[config.mk]
export PLATFORM = sky130hd
export DESIGN_NAME = phsvs_div
export DESIGN_NICKNAME = d
export VERILOG_FILES = /design/src/hw/rtl/phsvs_pkg.sv /design/src/hw/rtl/phsvs_div.sv
export SDC_FILE = /design/constraint.sdc
export NUM_CORES = 1
export LEC_CHECK = 0
export BUFFER_PORTS_ARGS = -buffer_cell sky130_fd_sc_hd__buf_2
export CORE_MARGIN = 2
export CORE_UTILIZATION = 40
export CTS_BUF_LIST = sky130_fd_sc_hd__clkbuf_4 sky130_fd_sc_hd__clkbuf_8
export DETAILED_ROUTE_END_ITERATION = 10
export SYNTH_ARGS = -nofsm -noshare
export SYNTH_HDL_FRONTEND = slang
export SYNTH_SLANG_ARGS = --single-unit
[constraint.sdc]
create_clock -name i_clk -period 2.5 [get_ports i_clk]
set_clock_uncertainty 0.05 [all_clocks]
set_input_delay 0.125 -clock i_clk [delete_from_list [all_inputs] [get_ports i_clk]]
set_output_delay 0.125 -clock i_clk [all_outputs]
set_load 0.01 [all_outputs]
[src/hw/rtl/phsvs_pkg.sv]
package phsvs_pkg;

    localparam int FRAC_BITS_DEF = 16;
    localparam int SQRT3_Q16     = 113512;
    localparam int RECIP3_Q11    = 683;
    localparam int Z_SAT         = 768;
    localparam int PIX_MAX       = 255;

    localparam logic [1:0] REG_HUE_COS   = 2'd0;
    localparam logic [1:0] REG_HUE_SIN   = 2'd1;
    localparam logic [1:0] REG_SAT_SHIFT = 2'd2;
    localparam logic [1:0] REG_VAL_SHIFT = 2'd3;

endpackage

[src/hw/rtl/phsvs_div.sv]
module phsvs_div import phsvs_pkg::*; #(
    parameter int FRAC_BITS = FRAC_BITS_DEF
) (
    input  logic                 i_clk,
    input  logic                 i_rst_n,
    input  logic                 i_en,
    input  logic                 i_valid,
    input  logic [23:0]          i_rgb,
    input  logic [7:0]           i_diff,
    input  logic [7:0]           i_max,
    input  logic                 i_grey,
    output logic                 o_valid,
    output logic [23:0]          o_rgb,
    output logic [FRAC_BITS:0]   o_qs,
    output logic [FRAC_BITS:0]   o_qv,
    output logic                 o_grey
);

    localparam int QW  = FRAC_BITS + 1;
    localparam int RW  = FRAC_BITS + 9;
    localparam int PVW = FRAC_BITS + 17;
    localparam logic [RW-1:0] RCP_V =
        RW'(((64'd1 << (FRAC_BITS + 16)) / 64'd255) + 64'd1);

    logic          r_vld  [QW];
    logic [23:0]   r_rgb  [QW];
    logic [7:0]    r_max  [QW];
    logic          r_grey [QW];
    logic [7:0]    r_rem_s [QW];
    logic [QW-1:0] r_qs [QW];
    logic [QW-1:0] r_qv [QW];

    // value by reciprocal multiplication, max / 255 in Q1.F
    logic [PVW-1:0] v_prod;

    assign v_prod = PVW'(i_max) * PVW'(RCP_V);

    genvar k;
    for (k = 0; k < QW; k++) begin : g_stg
        logic [8:0]    t_s;
        logic [8:0]    d_s;
        logic          b_s;
        logic          in_vld;
        logic [23:0]   in_rgb;
        logic [7:0]    in_max;
        logic          in_grey;
        logic [QW-1:0] in_qs;
        logic [QW-1:0] in_qv;

        if (k == 0) begin : g_first
            assign t_s     = {1'b0, i_diff};
            assign in_vld  = i_valid;
            assign in_rgb  = i_rgb;
            assign in_max  = i_max;
            assign in_grey = i_grey;
            assign in_qs   = '0;
            assign in_qv   = v_prod[PVW-1:16];
        end else begin : g_next
            assign t_s     = {r_rem_s[k-1], 1'b0};
            assign in_vld  = r_vld[k-1];
            assign in_rgb  = r_rgb[k-1];
            assign in_max  = r_max[k-1];
            assign in_grey = r_grey[k-1];
            assign in_qs   = r_qs[k-1];
            assign in_qv   = r_qv[k-1];
        end

        assign d_s = {1'b0, in_max};
        assign b_s = (t_s >= d_s);

        always_ff @(posedge i_clk) begin
            if (!i_rst_n) begin
                r_vld[k] <= 1'b0;
            end else if (i_en) begin
                r_vld[k] <= in_vld;
            end
        end

        always_ff @(posedge i_clk) begin
            if (i_en) begin
                r_rgb[k]   <= in_rgb;
                r_max[k]   <= in_max;
                r_grey[k]  <= in_grey;
                r_rem_s[k] <= b_s ? 8'(t_s - d_s) : t_s[7:0];
                r_qs[k]    <= {in_qs[QW-2:0], b_s};
                r_qv[k]    <= in_qv;
            end
        end
    end

    assign o_valid = r_vld[QW-1];
    assign o_rgb   = r_rgb[QW-1];
    assign o_qs    = r_qs[QW-1];
    assign o_qv    = r_qv[QW-1];
    assign o_grey  = r_grey[QW-1];

endmodule

[Yosys cells after proc, flatten, opt, wreduce, memory -nomap -nowiden]
Memory sizes are Yosys's and may differ from the RTL's.
Index checks and enable logic that the tools add are counted.
Word-level totals
  latch bits: 0
  memories: 7
  flip-flop bits (word level): 0
  bits in read-only memories: 0
  output and inout port bits: 60
  RAM bits: 1292
  word-level logic and storage cells: 98
  input bits: 45
Cells by class
  bitwise operators: 17
  equal/unequal tests: 0
  divide/modulo/power cells: 0
  mux-type cells: 39
  order comparisons: 17
  multiply operators: 1
  shifts and indexed selects: 0
  $add $sub $neg: 17
  reductions and logical operators: 0
Memories
  r_rgb: words 17, bits a word 24, rd ports 17, clocked after Yosys merged registers in 0, write ports 17, line phsvs_div.sv:26  | logic [23:0] r_rgb [QW];
  r_qs: words 17, bits a word 17, rd ports 17, clocked after Yosys merged registers in 0, write ports 17, line phsvs_div.sv:30  | logic [QW-1:0] r_qs [QW];
  r_qv: words 17, bits a word 17, rd ports 17, clocked after Yosys merged registers in 0, write ports 17, line phsvs_div.sv:31  | logic [QW-1:0] r_qv [QW];
  r_max: words 17, bits a word 8, rd ports 16, clocked after Yosys merged registers in 0, write ports 17, line phsvs_div.sv:27  | logic [7:0] r_max [QW];
  r_rem_s: words 17, bits a word 8, rd ports 16, clocked after Yosys merged registers in 0, write ports 17, line phsvs_div.sv:29  | logic [7:0] r_rem_s [QW];
  r_grey: words 17, bits a word 1, rd ports 17, clocked after Yosys merged registers in 0, write ports 17, line phsvs_div.sv:28  | logic r_grey [QW];
  1 more memories
Operator list (number)
  $ge 9x8->1: 16
  $mux 8: 17
  $sub 8x8->8: 17
  $mul 8x24->32 const B: 1
  $mux 1: 22
  $or 1x1->1: 17
  $ge 8x8->1: 1

[Depth between registers and ports, before layout]
  depth after elaboration: 4
  depth in mapped cells: 8
  depth with buffers taken out: 8

[Worst setup path after synthesis]
No wires, ideal clock.
  kind: register -> register
  start point: memory r_max[9][1] (netlist: r_max[0][73])
  end point: memory r_rem_s[10][2] (netlist: r_rem_s[0][82]), data pin
  setup time: 0.260 ns
  data required time: 2.190 ns
  clock period less this slack: 2.449 ns
  arrival time: 2.139 ns
  path slack: 0.051 ns
  buffers on the path: 0
  cell stages (with the launch flop): 9
  path through: edfxtp_1 > inv_1 > ha_1 > ha_1 > and2_1 > o21ai_0 > a21oi_1 > a2111oi_4 > mux2_2
RTL lines (line)
  start, declared: phsvs_div.sv:27
  end, declared: phsvs_div.sv:29

==> impl_metrics.env <==
export IMPL_synth_avg_cell_area_um2=18.3
export IMPL_worst_pin_slew_ns=0.834
export IMPL_pwr_share_comb_pct=19.3
export IMPL_cts_tree="built"
export IMPL_netlist_instances=2166
export IMPL_wl_per_cell_um=14.6
export IMPL_start_kind="primary input"
export IMPL_grt_pass1_wl_um=96500
export IMPL_syn_num_nets=2362
export IMPL_yosys_area_top_type="edfxtp_1"
export IMPL_fmax_mhz=402
export IMPL_crit_path_end_kind="register"
export IMPL_setup_viol=0
export IMPL_die_area_um2=102000
export IMPL_final_nets=2758
export IMPL_design_area_um2=46500
export IMPL_final_hold_viol_count=0
export IMPL_seq_power_share_pct=49.7
export IMPL_clkSinkCount=1055
export IMPL_rows=115
export IMPL_grt_usage_pct=11.6
export IMPL_wl_um=58200
export IMPL_die_h_um=319
export IMPL_cts_buffers=172
export IMPL_async_flop_share_pct=0
export IMPL_drc=0
export IMPL_ys_seq_area_share_pct=79.8
export IMPL_required_ns=3.01
export IMPL_clockBufferDepth=3
export IMPL_grt_pass1_vias=19700
export IMPL_p_sw_mw=12.1
export IMPL_area_delta_synth_final_pct=17.2
export IMPL_io_pins=105
export IMPL_drive_gt1_share_pct=19.7
export IMPL_p_clk_share_pct=31.0
export IMPL_synth_cell_types=61
export IMPL_placed_area_um2=42200
export IMPL_portBuffers=104
export IMPL_power_internal_mw=34.1
export IMPL_critPathArrivalTime_ns=2.99
export IMPL_drtPass1Iterations=6
export IMPL_start_util_pct=40.3
export IMPL_irDropWorstVdd_uv=460
export IMPL_syn_area_um2=39700
export IMPL_met2_usage_pct=19.4
export IMPL_ys_ff_latch=1055
export IMPL_ant_nets=0
export IMPL_via_per_inst=4.73
export IMPL_grt_util_met1_pct=13.7
export IMPL_die_x_um=319
export IMPL_antenna_found_initial=1
export IMPL_p_per_area_nw_per_um2=994
export IMPL_insertion_delay_ns=0.82
export IMPL_cts_clk_slew_worst_paths_ns=0.05
export IMPL_final_common_cell="edfxtp_1"
export IMPL_fin_crit_ns=2.49
export IMPL_total_power_mw=46.2
export IMPL_post_dp_hpwl_um=35000
export IMPL_synth_warning_count=0
export IMPL_vias=18800
export IMPL_switching_share_pct=26.2
export IMPL_gp_congestion=0.845
export IMPL_overflow=0
export IMPL_grt_use_met3_pct=3.19
export IMPL_p_leak_nw=17.2
export IMPL_worstPathMaxFanout=7
export IMPL_synthTopCellsByArea="edfxtp_1, ha_1, mux2_2"
export IMPL_status="finished clean"
export IMPL_fin_crit_sh_pct=99.4
export IMPL_synth_top_cell_area_share_pct=79.7
export IMPL_core_um2=98400
export IMPL_ctsHtreeMaxLevel=4
export IMPL_first_iter_violations=1182
export IMPL_final_cell_mix="edfxtp_1, inv_1, clkbuf_8"
export IMPL_cts_root_buf="clkbuf_8"
export IMPL_hold_class="in -> reg"
export IMPL_cap_violations=0
export IMPL_maxSlewHeadroom_pct=44.2
export IMPL_busiest_layer="met2"
export IMPL_ys_flop_type="edfxtp_1"
export IMPL_grt_max_degree=117
export IMPL_slew_viol_final=0
export IMPL_path_class="in -> reg"
export IMPL_synth_edff_count=1054
export IMPL_rsz0062_at_grt="yes"
-- kinds of logic (layout without fill, tap and decap cells) --
family	count (synthesis)	count (layout)	share of synthesized area, %
AO/OA/AOI/OAI	279	279	5.20
XOR/XNOR	48	48	1.06
adder cells (fa/ha/maj)	151	151	5.06
buffers and inverters	198	720	1.92
flip-flops	1055	1055	79.8
multiplexers	88	88	2.45
other	0	1	0
AND/OR/NAND/NOR	347	347	4.51
-- what timing repair did --
item | in CTS | in global routing
pin swaps | 1 | 8
setup buffers | 3 | 9
setup endpoints to repair | 10 | 28
gates resized for setup | 4 | 9
hold endpoints to repair | 540 | 0
gates cloned | 0 | 0
hold buffers | 84 | 0
-- path summary, 6_finish.rpt --
kind	startpoint	cells after the start	slack [ns]	to
max	i_max[2]	10	0.01	r_rem_s[0][3]
min	i_diff[7]	3	0.16	r_rem_s[0][7]
max reg2reg	r_rem_s[0][72]	9	0.05	r_rem_s[0][86]
min reg2reg	r_rgb[0][74]	0	0.34	r_rgb[0][98]
-- worst max-delay path, cell delays in order --
cell and delay [ns]:
dlygate4sd3_1 0.54, buf_2 0.14, inv_1 0.10, ha_2 0.32, nand2b_1 0.08, a21oi_1 0.07, a41o_1 0.25, a211oi_4 0.43
mux2_2 0.38, dlygate4sd3_1 0.55
-- synth_stat cells, drive strengths merged (13+ instances only) --
cell	number
nand4	14
nand3	24
a21oi	55
mux2	73
nor2	104
xor2	15
mux2i	15
nor3	21
a21o	22
o21a	30
xnor2	33
ha	135
fa	16
clkbuf	13
edfxtp	1054
a211oi	22
and3	29
nand2	39
inv	177
a211o	13
nand2b	26
nor2b	35
o21ai	46
-- metrics by stage --
| step | worst slack, ns | setup TNS (ns) | hold WS, ns | utilization, % | std cells |
|---|---|---|---|---|---|
| global route | -0.0198 | -0.0625 | 0.0972 | 47.3 | 3976 |
| floorplan | 0.0512 | 0 | 0.174 | - | 2166 |
| finish | 0.0141 | 0 | 0.161 | 47.3 | 3976 |
| CTS | 0.0154 | 0 | 0.0190 | 47.2 | 3966 |
| global placement | -0.00191 | -0.00407 | 0.252 | 42.9 | 3579 |
| detailed placement | -0.0620 | -0.542 | 0.253 | 42.9 | 3579 |
-- sequential cells by signal, indices dropped and copies added, names as in the netlist --
signal	cells
r_qv	204
r_vld	17
r_rgb	408
r_qs	153
r_grey	17
r_max	128
r_rem_s	128
-- power by group through the flow --
stage	Clock, mW	Sequential (mW)	Combinational (mW)
after floorplan	0	23.0	6.48
after global routing	15.7	23.2	9.96
after detailed placement	0	23.3	8.55
after global placement	0	23.3	8.18
after CTS	15.0	23.0	8.80
final	14.3	23.0	8.93
-- area by class of cell --
cell class	count	area (um^2)
Antenna cell	1	2.50
Clock buffer	227	2810
Clock inverter	73	520
Fill cell	8333	51900
Inverter	177	664
Multi-Input combinational cell	913	7290
Sequential cell	1055	31700
Tap cell	1287	1610
Timing Repair Buffer	243	1940
-- layer usage --
metal | routed length [um] | vias to the layer above
met4 | 1820 | 0
met3 | 2730 | 156
met5 | 0 | -
met1 | 24700 | 9115
met2 | 29000 | 387
li1 | - | 9136
Note: power is estimated with default switching activity, not from simulation.
